`config.mk`:
```
export PLATFORM = sky130hd
export DESIGN_NAME = transient_gain_computer
export DESIGN_NICKNAME = d
export VERILOG_FILES = /design/src/rtl/tgc_pkg.sv /design/src/rtl/transient_gain_computer.sv
export SDC_FILE = /design/constraint.sdc
export NUM_CORES = 2
export LEC_CHECK = 0
export BUFFER_PORTS_ARGS = -buffer_cell sky130_fd_sc_hd__clkbuf_2
export CAP_MARGIN = 30
export CORE_UTILIZATION = 40
export DETAILED_ROUTE_END_ITERATION = 8
export PLACE_DENSITY = 0.62
export SYNTH_ARGS = -nofsm -noshare
export SYNTH_HDL_FRONTEND = slang
export SYNTH_SLANG_ARGS = --single-unit
```
`constraint.sdc`:
```
create_clock -name clk -period 30.2 [get_ports clk]
set_input_delay 1.51 -clock clk [delete_from_list [all_inputs] [get_ports clk]]
set_output_delay 1.51 -clock clk [all_outputs]
set_load 0.01 [all_outputs]
```
`src/rtl/tgc_pkg.sv`:
```
`default_nettype none

package tgc_pkg;

    localparam int NUM_CHANNELS_DEF    = 2;
    localparam int LOG_TABLE_DEPTH_DEF = 256;

    localparam int ADDR_W = 4;
    localparam int DATA_W = 32;

    localparam logic [1:0] REG_PUNCH = 2'd0;
    localparam logic [1:0] REG_RISE  = 2'd1;
    localparam logic [1:0] REG_FALL  = 2'd2;

    localparam logic [15:0] ONE_Q13     = 16'd8192;
    localparam logic [16:0] GAIN_MAX    = 17'd32768;
    localparam logic [16:0] GAIN_MIN    = 17'd4096;
    localparam logic [13:0] SCALE_MIN   = 14'd4096;
    localparam logic [13:0] SCALE_MAX   = 14'd12288;
    localparam logic [15:0] ENV_THRESH  = 16'd410;
    localparam logic [15:0] NOISE_FLOOR = 16'd4;
    localparam logic [16:0] LOG_OFFSET  = 17'd41;
    localparam logic [16:0] CUT_FACTOR  = 17'd19661;
    localparam logic [16:0] LOG10_OF_2  = 17'd19728;
    localparam logic [14:0] HALF_BIAS   = 15'd9864;
    localparam logic [14:0] SCALE_BASE  = 15'(ONE_Q13) + HALF_BIAS;
    localparam logic [14:0] H_LOW_CLIP  = SCALE_BASE - 15'(SCALE_MIN);
    localparam logic [14:0] H_HIGH_CLIP = SCALE_BASE - 15'(SCALE_MAX);
    localparam logic [16:0] UNITY_Q16   = 17'h10000;

    localparam int STEP_W    = 5;
    localparam int NUM_STEPS = 20;

    typedef logic [STEP_W-1:0] step_t;

    typedef enum logic [4:0] {
        U_LOAD,
        U_MUL_DELTA,
        U_ATTACK,
        U_MUL_RISE,
        U_RISE,
        U_MUL_FALL,
        U_FALL,
        U_MUL_SP,
        U_MUL_CUT,
        U_CUT,
        U_MUL_GAIN,
        U_GAIN,
        U_NORM,
        U_INDEX,
        U_LOOKUP,
        U_MUL_LOG,
        U_SCALE,
        U_MUL_MIX,
        U_MIX,
        U_UNITY
    } uop_t;

    typedef enum logic [2:0] {
        C_NONE,
        C_ALWAYS,
        C_NO_RISE,
        C_BELOW,
        C_NOISE
    } cond_t;

    typedef struct packed {
        uop_t  op;
        cond_t cond;
        step_t target;
        logic  last;
    } ucode_t;

    localparam step_t S_SUSTAIN = 5'd3;
    localparam step_t S_DECAY   = 5'd5;
    localparam step_t S_CUT     = 5'd7;
    localparam step_t S_UNITY   = 5'd19;

    localparam ucode_t UCODE [NUM_STEPS] = '{
        '{U_LOAD,      C_NO_RISE, S_SUSTAIN, 1'b0},
        '{U_MUL_DELTA, C_NONE,    '0,        1'b0},
        '{U_ATTACK,    C_NONE,    '0,        1'b0},
        '{U_MUL_RISE,  C_BELOW,   S_DECAY,   1'b0},
        '{U_RISE,      C_ALWAYS,  S_CUT,     1'b0},
        '{U_MUL_FALL,  C_NONE,    '0,        1'b0},
        '{U_FALL,      C_NONE,    '0,        1'b0},
        '{U_MUL_SP,    C_NONE,    '0,        1'b0},
        '{U_MUL_CUT,   C_NONE,    '0,        1'b0},
        '{U_CUT,       C_NONE,    '0,        1'b0},
        '{U_MUL_GAIN,  C_NONE,    '0,        1'b0},
        '{U_GAIN,      C_NOISE,   S_UNITY,   1'b0},
        '{U_NORM,      C_NONE,    '0,        1'b0},
        '{U_INDEX,     C_NONE,    '0,        1'b0},
        '{U_LOOKUP,    C_NONE,    '0,        1'b0},
        '{U_MUL_LOG,   C_NONE,    '0,        1'b0},
        '{U_SCALE,     C_NONE,    '0,        1'b0},
        '{U_MUL_MIX,   C_NONE,    '0,        1'b0},
        '{U_MIX,       C_NONE,    '0,        1'b1},
        '{U_UNITY,     C_NONE,    '0,        1'b1}
    };

    // log2 fraction of a Q2.30 mantissa by repeated squaring, elaboration only
    function automatic logic [15:0] log_frac(input logic [63:0] y0);
        logic [63:0] y;
        logic [15:0] frac;
        y    = y0;
        frac = '0;
        for (int b = 0; b < 16; b++)
        begin
            y    = (y * y) >> 30;
            frac = {frac[14:0], 1'b0};
            if (y >= (64'd2 << 30))
            begin
                y       = y >> 1;
                frac[0] = 1'b1;
            end
        end
        return frac;
    endfunction

    function automatic logic [4:0] msb17(input logic [16:0] v);
        logic [4:0] k;
        k = '0;
        for (int i = 0; i < 17; i++)
        begin
            if (v[i])
            begin
                k = 5'(i);
            end
        end
        return k;
    endfunction

endpackage

`default_nettype wire

```
`src/rtl/transient_gain_computer.sv`:
```
// the time from an accepted request to out_valid is set by the
// microprogram path (no rise below the noise floor is shortest, rising attack plus decay longest)
// one request at a time; one shared 32x17 multiplier, one microcode step per cycle
// while the last step is not held by out_stall; a new request is taken once the program ends
// reset: rst_n clears registers, per-channel envelope state and control at once
`default_nettype none

module transient_gain_computer
    import tgc_pkg::*;
#(
    parameter int NUM_CHANNELS    = NUM_CHANNELS_DEF,
    parameter int LOG_TABLE_DEPTH = LOG_TABLE_DEPTH_DEF
)(
    input  wire logic              clk,
    input  wire logic              rst_n,
    input  wire logic              in_valid,
    output logic                   in_stall,
    input  wire logic              chan,
    input  wire logic [15:0]       env_level,
    output logic                   out_valid,
    input  wire logic              out_stall,
    output logic [15:0]            gain,
    output logic [13:0]            detail_scale,
    input  wire logic              psel,
    input  wire logic              penable,
    input  wire logic              pwrite,
    input  wire logic [ADDR_W-1:0] paddr,
    input  wire logic [DATA_W-1:0] pwdata,
    output logic [DATA_W-1:0]      prdata,
    output logic                   pready
);

    localparam int CH_W   = (NUM_CHANNELS > 1) ? $clog2(NUM_CHANNELS) : 1;
    localparam int IDX_W  = $clog2(LOG_TABLE_DEPTH);
    localparam int SPAN_W = 17 + IDX_W + 1;

    // log2(1 + i/depth) table, built at elaboration
    logic [15:0] log_rom [LOG_TABLE_DEPTH];

    for (genvar gi = 0; gi < LOG_TABLE_DEPTH; gi++)
    begin : g_rom
        localparam logic [63:0] Y0 =
            ((64'(LOG_TABLE_DEPTH) + 64'(gi)) << 30) / 64'(LOG_TABLE_DEPTH);
        assign log_rom[gi] = log_frac(Y0);
    end

    logic [15:0] punch_reg, rise_reg, fall_reg;
    logic [15:0] last_env_reg    [NUM_CHANNELS];
    logic [15:0] sustain_env_reg [NUM_CHANNELS];

    logic        busy_reg, busy_next;
    step_t       step_reg, step_next;
    logic        out_valid_reg, out_valid_next;

    logic [CH_W-1:0] chan_reg, chan_next;
    logic [15:0] env_reg, env_next;
    logic [15:0] prev_reg, prev_next;
    logic [15:0] s_reg, s_next;
    logic [15:0] attack_reg, attack_next;
    logic [13:0] sg_reg, sg_next;
    logic [15:0] gain_res_reg, gain_res_next;
    logic [16:0] x_reg, x_next;
    logic [4:0]  k_reg, k_next;
    logic [IDX_W-1:0] idx_reg, idx_next;
    logic [19:0] p_reg, p_next;
    logic [13:0] scale_reg, scale_next;
    logic [48:0] prod_reg, prod_next;
    logic [15:0] gain_out_reg, gain_out_next;
    logic [13:0] detail_out_reg, detail_out_next;

    ucode_t      word;
    logic        in_accept, hold, jump;
    logic        wr_last, wr_sus;
    logic [31:0] mul_a;
    logic [16:0] mul_b;
    logic [48:0] mul_p;
    logic [CH_W-1:0] chan_sel;
    logic        cfg_write;

    logic [21:0] boost;
    logic [22:0] attack_sum;
    logic [16:0] rise_step;
    logic [17:0] rise_sum;
    logic [32:0] fall_sum;
    logic [47:0] cut_sum;
    logic [29:0] gain_sum;
    logic [16:0] gain_q;
    logic [16:0] x_val;
    logic [16:0] span_diff;
    logic [SPAN_W-1:0] span;
    logic [14:0] half_val;
    logic [31:0] mix_sum;
    logic [13:0] detail_val;

    assign word      = UCODE[step_reg];
    assign in_stall  = busy_reg;
    assign in_accept = in_valid && !busy_reg;
    assign hold      = busy_reg && word.last && out_valid_reg && out_stall;
    assign mul_p     = 49'(mul_a) * 49'(mul_b);
    assign chan_sel  = (NUM_CHANNELS == 1) ? '0 : CH_W'(chan);

    assign out_valid    = out_valid_reg;
    assign gain         = gain_out_reg;
    assign detail_scale = detail_out_reg;
    assign pready       = 1'b1;
    assign cfg_write    = psel && penable && pwrite;

    // register file
    always_comb
    begin
        case (paddr[3:2])
            REG_PUNCH: prdata = DATA_W'(punch_reg);
            REG_RISE:  prdata = DATA_W'(rise_reg);
            REG_FALL:  prdata = DATA_W'(fall_reg);
            default:   prdata = '0;
        endcase
    end

    always_ff @(posedge clk or negedge rst_n)
    begin
        if (!rst_n)
        begin
            punch_reg <= '0;
            rise_reg  <= '0;
            fall_reg  <= '0;
        end
        else if (cfg_write)
        begin
            case (paddr[3:2])
                REG_PUNCH: punch_reg <= pwdata[15:0];
                REG_RISE:  rise_reg  <= pwdata[15:0];
                REG_FALL:  fall_reg  <= pwdata[15:0];
                default:   ;
            endcase
        end
    end

    // sequencer
    always_comb
    begin
        case (word.cond)
            C_ALWAYS:  jump = 1'b1;
            C_NO_RISE: jump = (env_reg <= last_env_reg[chan_reg]);
            C_BELOW:   jump = (env_reg < ENV_THRESH);
            C_NOISE:   jump = (env_reg <= NOISE_FLOOR);
            default:   jump = 1'b0;
        endcase
    end

    always_comb
    begin
        busy_next      = busy_reg;
        step_next      = step_reg;
        out_valid_next = out_valid_reg;
        if (out_valid_reg && !out_stall)
        begin
            out_valid_next = 1'b0;
        end
        if (in_accept)
        begin
            busy_next = 1'b1;
            step_next = '0;
        end
        else if (busy_reg && !hold)
        begin
            if (word.last)
            begin
                busy_next      = 1'b0;
                out_valid_next = 1'b1;
            end
            else if (jump)
            begin
                step_next = word.target;
            end
            else
            begin
                step_next = step_reg + step_t'(1);
            end
        end
    end

    // datapath
    always_comb
    begin
        chan_next       = chan_reg;
        env_next        = env_reg;
        prev_next       = prev_reg;
        s_next          = s_reg;
        attack_next     = attack_reg;
        sg_next         = sg_reg;
        gain_res_next   = gain_res_reg;
        x_next          = x_reg;
        k_next          = k_reg;
        idx_next        = idx_reg;
        p_next          = p_reg;
        scale_next      = scale_reg;
        prod_next       = prod_reg;
        gain_out_next   = gain_out_reg;
        detail_out_next = detail_out_reg;
        wr_last         = 1'b0;
        wr_sus          = 1'b0;
        mul_a           = '0;
        mul_b           = '0;

        boost      = 22'((({5'b0, prod_reg[31:0]} << 4) + ({5'b0, prod_reg[31:0]} << 2)
                     + 37'd16384) >> 15);
        attack_sum = 23'(ONE_Q13) + 23'(boost);
        rise_step  = 17'((33'(prod_reg[31:0]) + 33'd32768) >> 16);
        rise_sum   = 18'(s_reg) + 18'(rise_step);
        fall_sum   = 33'(prod_reg[31:0]) + 33'd32768;
        cut_sum    = prod_reg[47:0] + (48'd1 << 34);
        gain_sum   = 30'(prod_reg[28:0]) + 30'd4096;
        gain_q     = gain_sum[29:13];
        x_val      = 17'(env_reg) + LOG_OFFSET;
        span_diff  = x_reg - (17'd1 << k_reg);
        span       = SPAN_W'(span_diff) * SPAN_W'(LOG_TABLE_DEPTH);
        half_val   = prod_reg[34:20];
        mix_sum    = 32'(prod_reg[29:0]) + {2'b0, UNITY_Q16 - 17'(punch_reg), 13'b0}
                     + 32'd32768;
        detail_val = (word.op == U_UNITY) ? 14'(ONE_Q13) : mix_sum[29:16];

        if (in_accept)
        begin
            chan_next = chan_sel;
            env_next  = env_level;
        end
        else if (busy_reg)
        begin
            case (word.op)
                U_LOAD:
                begin
                    prev_next   = last_env_reg[chan_reg];
                    s_next      = sustain_env_reg[chan_reg];
                    attack_next = ONE_Q13;
                    wr_last     = 1'b1;
                end
                U_MUL_DELTA:
                begin
                    mul_a     = 32'(env_reg - prev_reg);
                    mul_b     = 17'(punch_reg);
                    prod_next = mul_p;
                end
                U_ATTACK:
                begin
                    attack_next = (attack_sum > 23'(GAIN_MAX)) ? 16'(GAIN_MAX)
                                                              : attack_sum[15:0];
                end
                U_MUL_RISE:
                begin
                    mul_a     = 32'(rise_reg);
                    mul_b     = UNITY_Q16 - 17'(s_reg);
                    prod_next = mul_p;
                end
                U_RISE:
                begin
                    s_next = (rise_sum > 18'd65535) ? 16'hFFFF : rise_sum[15:0];
                end
                U_MUL_FALL:
                begin
                    mul_a     = 32'(UNITY_Q16 - 17'(fall_reg));
                    mul_b     = 17'(s_reg);
                    prod_next = mul_p;
                end
                U_FALL:
                begin
                    s_next = fall_sum[31:16];
                end
                U_MUL_SP:
                begin
                    wr_sus    = 1'b1;
                    mul_a     = 32'(s_reg);
                    mul_b     = 17'(punch_reg);
                    prod_next = mul_p;
                end
                U_MUL_CUT:
                begin
                    mul_a     = prod_reg[31:0];
                    mul_b     = CUT_FACTOR;
                    prod_next = mul_p;
                end
                U_CUT:
                begin
                    sg_next = 14'(ONE_Q13) - 14'(cut_sum[47:35]);
                end
                U_MUL_GAIN:
                begin
                    mul_a     = 32'(attack_reg);
                    mul_b     = 17'(sg_reg);
                    prod_next = mul_p;
                end
                U_GAIN:
                begin
                    if (gain_q > GAIN_MAX)
                    begin
                        gain_res_next = 16'(GAIN_MAX);
                    end
                    else if (gain_q < GAIN_MIN)
                    begin
                        gain_res_next = 16'(GAIN_MIN);
                    end
                    else
                    begin
                        gain_res_next = gain_q[15:0];
                    end
                end
                U_NORM:
                begin
                    x_next = x_val;
                    k_next = msb17(x_val);
                end
                U_INDEX:
                begin
                    idx_next = IDX_W'(span >> k_reg);
                end
                U_LOOKUP:
                begin
                    p_next = {4'(k_reg - 5'd4), log_rom[idx_reg]};
                end
                U_MUL_LOG:
                begin
                    mul_a     = 32'(p_reg);
                    mul_b     = LOG10_OF_2;
                    prod_next = mul_p;
                end
                U_SCALE:
                begin
                    if (half_val > H_LOW_CLIP)
                    begin
                        scale_next = SCALE_MIN;
                    end
                    else if (half_val < H_HIGH_CLIP)
                    begin
                        scale_next = SCALE_MAX;
                    end
                    else
                    begin
                        scale_next = 14'(SCALE_BASE - half_val);
                    end
                end
                U_MUL_MIX:
                begin
                    mul_a     = 32'(scale_reg);
                    mul_b     = 17'(punch_reg);
                    prod_next = mul_p;
                end
                U_MIX, U_UNITY:
                begin
                    if (!hold)
                    begin
                        gain_out_next   = gain_res_reg;
                        detail_out_next = detail_val;
                    end
                end
                default: ;
            endcase
        end
    end

    always_ff @(posedge clk or negedge rst_n)
    begin
        if (!rst_n)
        begin
            busy_reg      <= 1'b0;
            step_reg      <= '0;
            out_valid_reg <= 1'b0;
            for (int c = 0; c < NUM_CHANNELS; c++)
            begin
                last_env_reg[c]    <= '0;
                sustain_env_reg[c] <= '0;
            end
        end
        else
        begin
            busy_reg      <= busy_next;
            step_reg      <= step_next;
            out_valid_reg <= out_valid_next;
            if (wr_last)
            begin
                last_env_reg[chan_reg] <= env_reg;
            end
            if (wr_sus)
            begin
                sustain_env_reg[chan_reg] <= s_reg;
            end
        end
    end

    always_ff @(posedge clk)
    begin
        chan_reg       <= chan_next;
        env_reg        <= env_next;
        prev_reg       <= prev_next;
        s_reg          <= s_next;
        attack_reg     <= attack_next;
        sg_reg         <= sg_next;
        gain_res_reg   <= gain_res_next;
        x_reg          <= x_next;
        k_reg          <= k_next;
        idx_reg        <= idx_next;
        p_reg          <= p_next;
        scale_reg      <= scale_next;
        prod_reg       <= prod_next;
        gain_out_reg   <= gain_out_next;
        detail_out_reg <= detail_out_next;
    end

endmodule

`default_nettype wire

```
==> summary.md <==
The run finished, with violations left. The checks that failed: design-rule violations. The first detailed-routing pass took 9 iterations.

The most critical setup path has its startpoint at step_reg[1]. The worst hold path belongs to the class reg2reg. The routed design has 143000 um of wire. The worst clock skew on the final layout is 0.0229 ns, and the via count normalized by instance count is 5.79.

With fillers left out, the area of the finished cells amounts to 0.0478 sq mm. After detailed routing, the number of remaining DRC violations is 7. For the final weighted congestion in routability-driven placement, the log shows 0.975. STA puts the critical path data required time at 30.50 ns. The number of different library cells used by synthesis comes to 100.

In this run, the clock network consumes 14.1% of the power. The instance count of the mapped netlist was 5041. The number of maximum-capacitance constraint violations was 0; the insertion delay of the later-clocked pin in the worst-skew pair was 0.59 ns. The mean instance size in the synthesized netlist is 8.79 sq um, and the count of endpoints failing hold in the final timing report is 0.

The analysis attributes to cell leakage a power of 0.0208 uW. During I/O placement, the number of pins put on the boundary was 125. The largest individual stage delay along the critical path comes from the cell sky130_fd_sc_hd__a41oi_1. The clock net in this run drives a total of 356 sinks. The core region is 0.109 sq mm. The worst path meets setup with 18.95 ns of slack. Cells with a size suffix above 1 make up 8.51% of the layout.

The accumulated negative setup slack was 0 ns; the number of violations reported at the end of detailed-routing iteration 0 was 4367. The initial utilization of the core area, before any placement, comes to 40.5%. In the finished design, the share of the clock period the worst path needs comes to 37.2%. The analysis attributes to net switching a power of 1940 uW. Combinational logic burns 62.1% of the power. In this run the post-CTS setup repair buffer count came out at 0.

TritonCTS built the clock tree. Among all flip-flop cells after synthesis, the most frequent one is sky130_fd_sc_hd__edfxtp_1. For this run, the share of the core covered by cells in the final layout is 43.7%.

Number of flops mapped to enable cells by yosys: 237. Along the worst path, the maximum fanout reaches 16. The type of origin of the critical path was a register. The initialized floorplan defines 121 standard-cell rows. The H-tree was split into 2 levels.

Counting cells, the worst reg-to-reg path comes to 32. Of all cell types, the one taking the most synthesized area is sky130_fd_sc_hd__fa_1. Post-CTS repair changed the size of 0 cells. The tools report the number of clock buffers inserted by TritonCTS as 43. Setup repair after global routing left no endpoint under its margin. Following the worst setup path forward leads to its endpoint at prod_reg[46]. The run gives 11.55 ns as the endpoint arrival time on the critical path.

STA classifies the critical path endpoint as a register. In the global route stage, overall resource usage came out at 25.4%. CTS placed an instance of sky130_fd_sc_hd__clkbuf_16 at the clock tree root.

The HPWL after detailed placement is 102000 um. The tools report the worst reg2reg path endpoint as prod_reg[46]. Prior to clock tree synthesis, the placed netlist has a worst setup slack of 19.30 ns. The post-route minimum period works out to 11.25 ns. In the post-synthesis netlist, the biggest area contributors are sky130_fd_sc_hd__fa_1 (20%), sky130_fd_sc_hd__edfxtp_1 (16%), sky130_fd_sc_hd__ha_1 (8.7%).

The area enclosed by the die boundary is 0.112 sq mm, and the routed wire length per instance is 22.0 um. For the post-layout total power, the log shows 3850 uW. The fraction of power spent switching nets works out to 50.5%. Setup violations remaining at the end of the flow were counted as 0.

The achievable clock frequency was 88.9 MHz. Of the post-synthesis cell area, the dominant cell type holds 20.4%. For the pin with the worst max-slew slack, the measured transition is 1.08 ns. The maximum buffer depth of the clock tree was 3.

For this design the ratio of total power to cell area is 80.7 mW/mm^2. Buffers inserted to repair hold after CTS numbered 0. The proportion of register bits with asynchronous set or reset after synthesis is 33.4%, and the total number of vias is 37542.

The initial antenna violation count was 5; the first-pass GRT wire length was 221000 um. The Yosys step of the flow raised 0 warnings. Delay contributed by the slowest stage of the critical path: 0.77 ns. For the maximum number of pins on one net before global-route repair, the log shows 95. The die is 335 um wide. The logs give 1910 uW for the internal power of the cells and 23.8% for the sequential cell fraction of total power.

The cell seen most often among critical-path stages is sky130_fd_sc_hd__fa_1. The worst-case IR drop observed on VDD is 0.0509 mV. The number of antenna diodes in the final layout is 0. The final number of max-transition violations was 0; the number of nets still failing antenna checks after routing was 0. The tools report the flop-to-flop setup slack as 18.95 ns. In this run the tightest slew margin relative to its limit is 27.8%. Clock-pin slew was measured on the worst setup and hold paths at 0.06 ns. The flip-flop count of the largest register after layout is 48, and the layout overhead on the synthesized area is 7.80%.

The via count of the first global-routing pass was 37221; the number of nets at the end of the flow was 5788. Cell area reported after detailed placement: 0.0462 sq mm. The worst register-to-register path begins at step_reg[1]. The die is 335 um tall. The flip-flop and latch count after synthesis was 356. The worst setup path is of the reg2reg kind.

The run gives 22.8% as the share of the yosys chip area belonging to registers. Summing every instance area after synthesis gives 0.0443 sq mm. Number of I/O port buffers: 89. For the leftover overflow at the end of global routing, the log shows 0.
-- layout make-up --
cell class,instances,area (sq um)
Clock buffer,45,1080
Clock inverter,34,378
Fill cell,10803,61500
Inverter,654,2450
Multi-Input combinational cell,3738,30700
Sequential cell,356,10100
Tap cell,1476,1850
Timing Repair Buffer,177,1200
-- cell usage in the layout, fill, tap and decap left out, types with 91 or more instances in the layout --
cell type                  netlist  layout
sky130_fd_sc_hd__a21oi_1       242     239
sky130_fd_sc_hd__and2_1        126     125
sky130_fd_sc_hd__dfrtp_1       119     119
sky130_fd_sc_hd__edfxtp_1      237     237
sky130_fd_sc_hd__fa_1          451     451
sky130_fd_sc_hd__ha_1          307     307
sky130_fd_sc_hd__inv_1         651     650
sky130_fd_sc_hd__mux2_2        107     107
sky130_fd_sc_hd__nand2_1       677     677
sky130_fd_sc_hd__nand3_1       114     114
sky130_fd_sc_hd__nor2_1        339     336
sky130_fd_sc_hd__nor3_1         94      91
sky130_fd_sc_hd__o21ai_0       220     219
sky130_fd_sc_hd__xnor2_1       155     155
-- power groups by stage --
| stage | Sequential [uW] | Clock, uW | Combinational (uW) |
|---|---|---|---|
| 2_1_floorplan | 828 | 0 | 1650 |
| 3_3_place_gp | 913 | 0 | 2300 |
| 3_5_place_dp | 917 | 0 | 2330 |
| 4_1_cts | 910 | 551 | 2350 |
| 5_1_grt | 928 | 568 | 2620 |
| 6_report | 919 | 543 | 2390 |
-- cells in the mapped netlist, types with 9 or more instances --
cell type,n
sky130_fd_sc_hd__a21oi_1,242
sky130_fd_sc_hd__and2_1,126
sky130_fd_sc_hd__o311ai_0,15
sky130_fd_sc_hd__o2111ai_1,13
sky130_fd_sc_hd__a221o_1,17
sky130_fd_sc_hd__dfrtp_1,119
sky130_fd_sc_hd__a222oi_1,32
sky130_fd_sc_hd__nor2_1,339
sky130_fd_sc_hd__a221oi_1,26
sky130_fd_sc_hd__a211oi_1,55
sky130_fd_sc_hd__nor3_1,94
sky130_fd_sc_hd__a22oi_1,16
sky130_fd_sc_hd__o21ai_0,220
sky130_fd_sc_hd__nor4_1,20
sky130_fd_sc_hd__inv_1,651
sky130_fd_sc_hd__xor2_1,70
sky130_fd_sc_hd__buf_1,32
sky130_fd_sc_hd__mux2_2,107
sky130_fd_sc_hd__a21boi_0,9
sky130_fd_sc_hd__edfxtp_1,237
sky130_fd_sc_hd__a31oi_1,43
sky130_fd_sc_hd__or3_1,18
sky130_fd_sc_hd__xnor2_1,155
sky130_fd_sc_hd__o31ai_1,20
sky130_fd_sc_hd__o211ai_1,40
sky130_fd_sc_hd__and3_1,42
sky130_fd_sc_hd__nand2_1,677
sky130_fd_sc_hd__buf_2,21
sky130_fd_sc_hd__nand3_1,114
sky130_fd_sc_hd__ha_1,307
sky130_fd_sc_hd__o21bai_1,18
sky130_fd_sc_hd__a311oi_1,13
sky130_fd_sc_hd__clkbuf_1,235
sky130_fd_sc_hd__buf_4,18
sky130_fd_sc_hd__o22ai_1,13
sky130_fd_sc_hd__a21o_1,46
sky130_fd_sc_hd__nor2b_1,45
sky130_fd_sc_hd__fa_1,451
sky130_fd_sc_hd__nand3b_1,9
sky130_fd_sc_hd__o21ai_1,9
sky130_fd_sc_hd__mux2i_1,71
sky130_fd_sc_hd__nand4_1,22
sky130_fd_sc_hd__nand2b_1,46
sky130_fd_sc_hd__or2_2,16
sky130_fd_sc_hd__o21a_1,18
-- critical path, delay by kind of cell, from the launching register on --
kind            cells  cell delay, ns
compound gates     12            3.44
fa+ha+maj           8            4.10
buf+inv             6            0.63
simple gates        6            2.14
flops               1            0.61
-- cell families after synthesis --
| group | Yosys count | synth area share [%] |
|---|---|---|
| flops | 356 | 22.8 |
| other cells | 2 | 0.0169 |
| buf+inv | 962 | 8.38 |
| mux | 184 | 4.63 |
| xor+xnor | 226 | 4.48 |
| fa+ha+maj | 759 | 29.1 |
| compound gates | 949 | 14.1 |
| simple gates | 1603 | 16.6 |
-- metrics by stage --
step | std cells | hold WS (ns)
after floorplan | 5056 | 0.400
after global placement | 6394 | 0.404
after detailed placement | 6397 | 0.405
after CTS | 6476 | 0.417
after global routing | 6480 | 0.420
final | 6480 | 0.416
-- per-layer routing --
| metal | vias up | part of all wire (%) | wire [um] | GRT usage, % |
|---|---|---|---|---|
| met1 | 18504 | 42 | 59800 | 35.1 |
| met3 | 338 | 9.5 | 13600 | 4.55 |
| met2 | 1856 | 44 | 62700 | 39.3 |
| met4 | 6 | 4.5 | 6490 | 10.2 |
| met5 | - | 0.020 | 28 | 0 |
| li1 | 16838 | - | - | - |
-- how the worst min path moves through the flow --
| stage | start | end | slack (ns) | cells after the start |
|---|---|---|---|---|
| 2_1_floorplan | gain_res_reg[0] | gain[0] | 0.40 | 0 |
| 3_3_place_gp | gain_res_reg[8] | gain[8] | 0.40 | 0 |
| 3_5_place_dp | gain_res_reg[10] | gain[10] | 0.40 | 0 |
| 4_1_cts | gain_res_reg[8] | gain[8] | 0.42 | 0 |
| 5_1_grt | gain_res_reg[5] | gain[5] | 0.42 | 0 |
| 6_report | gain_res_reg[10] | gain[10] | 0.42 | 0 |
No activity file was read; power rests on OpenSTA's default activity.
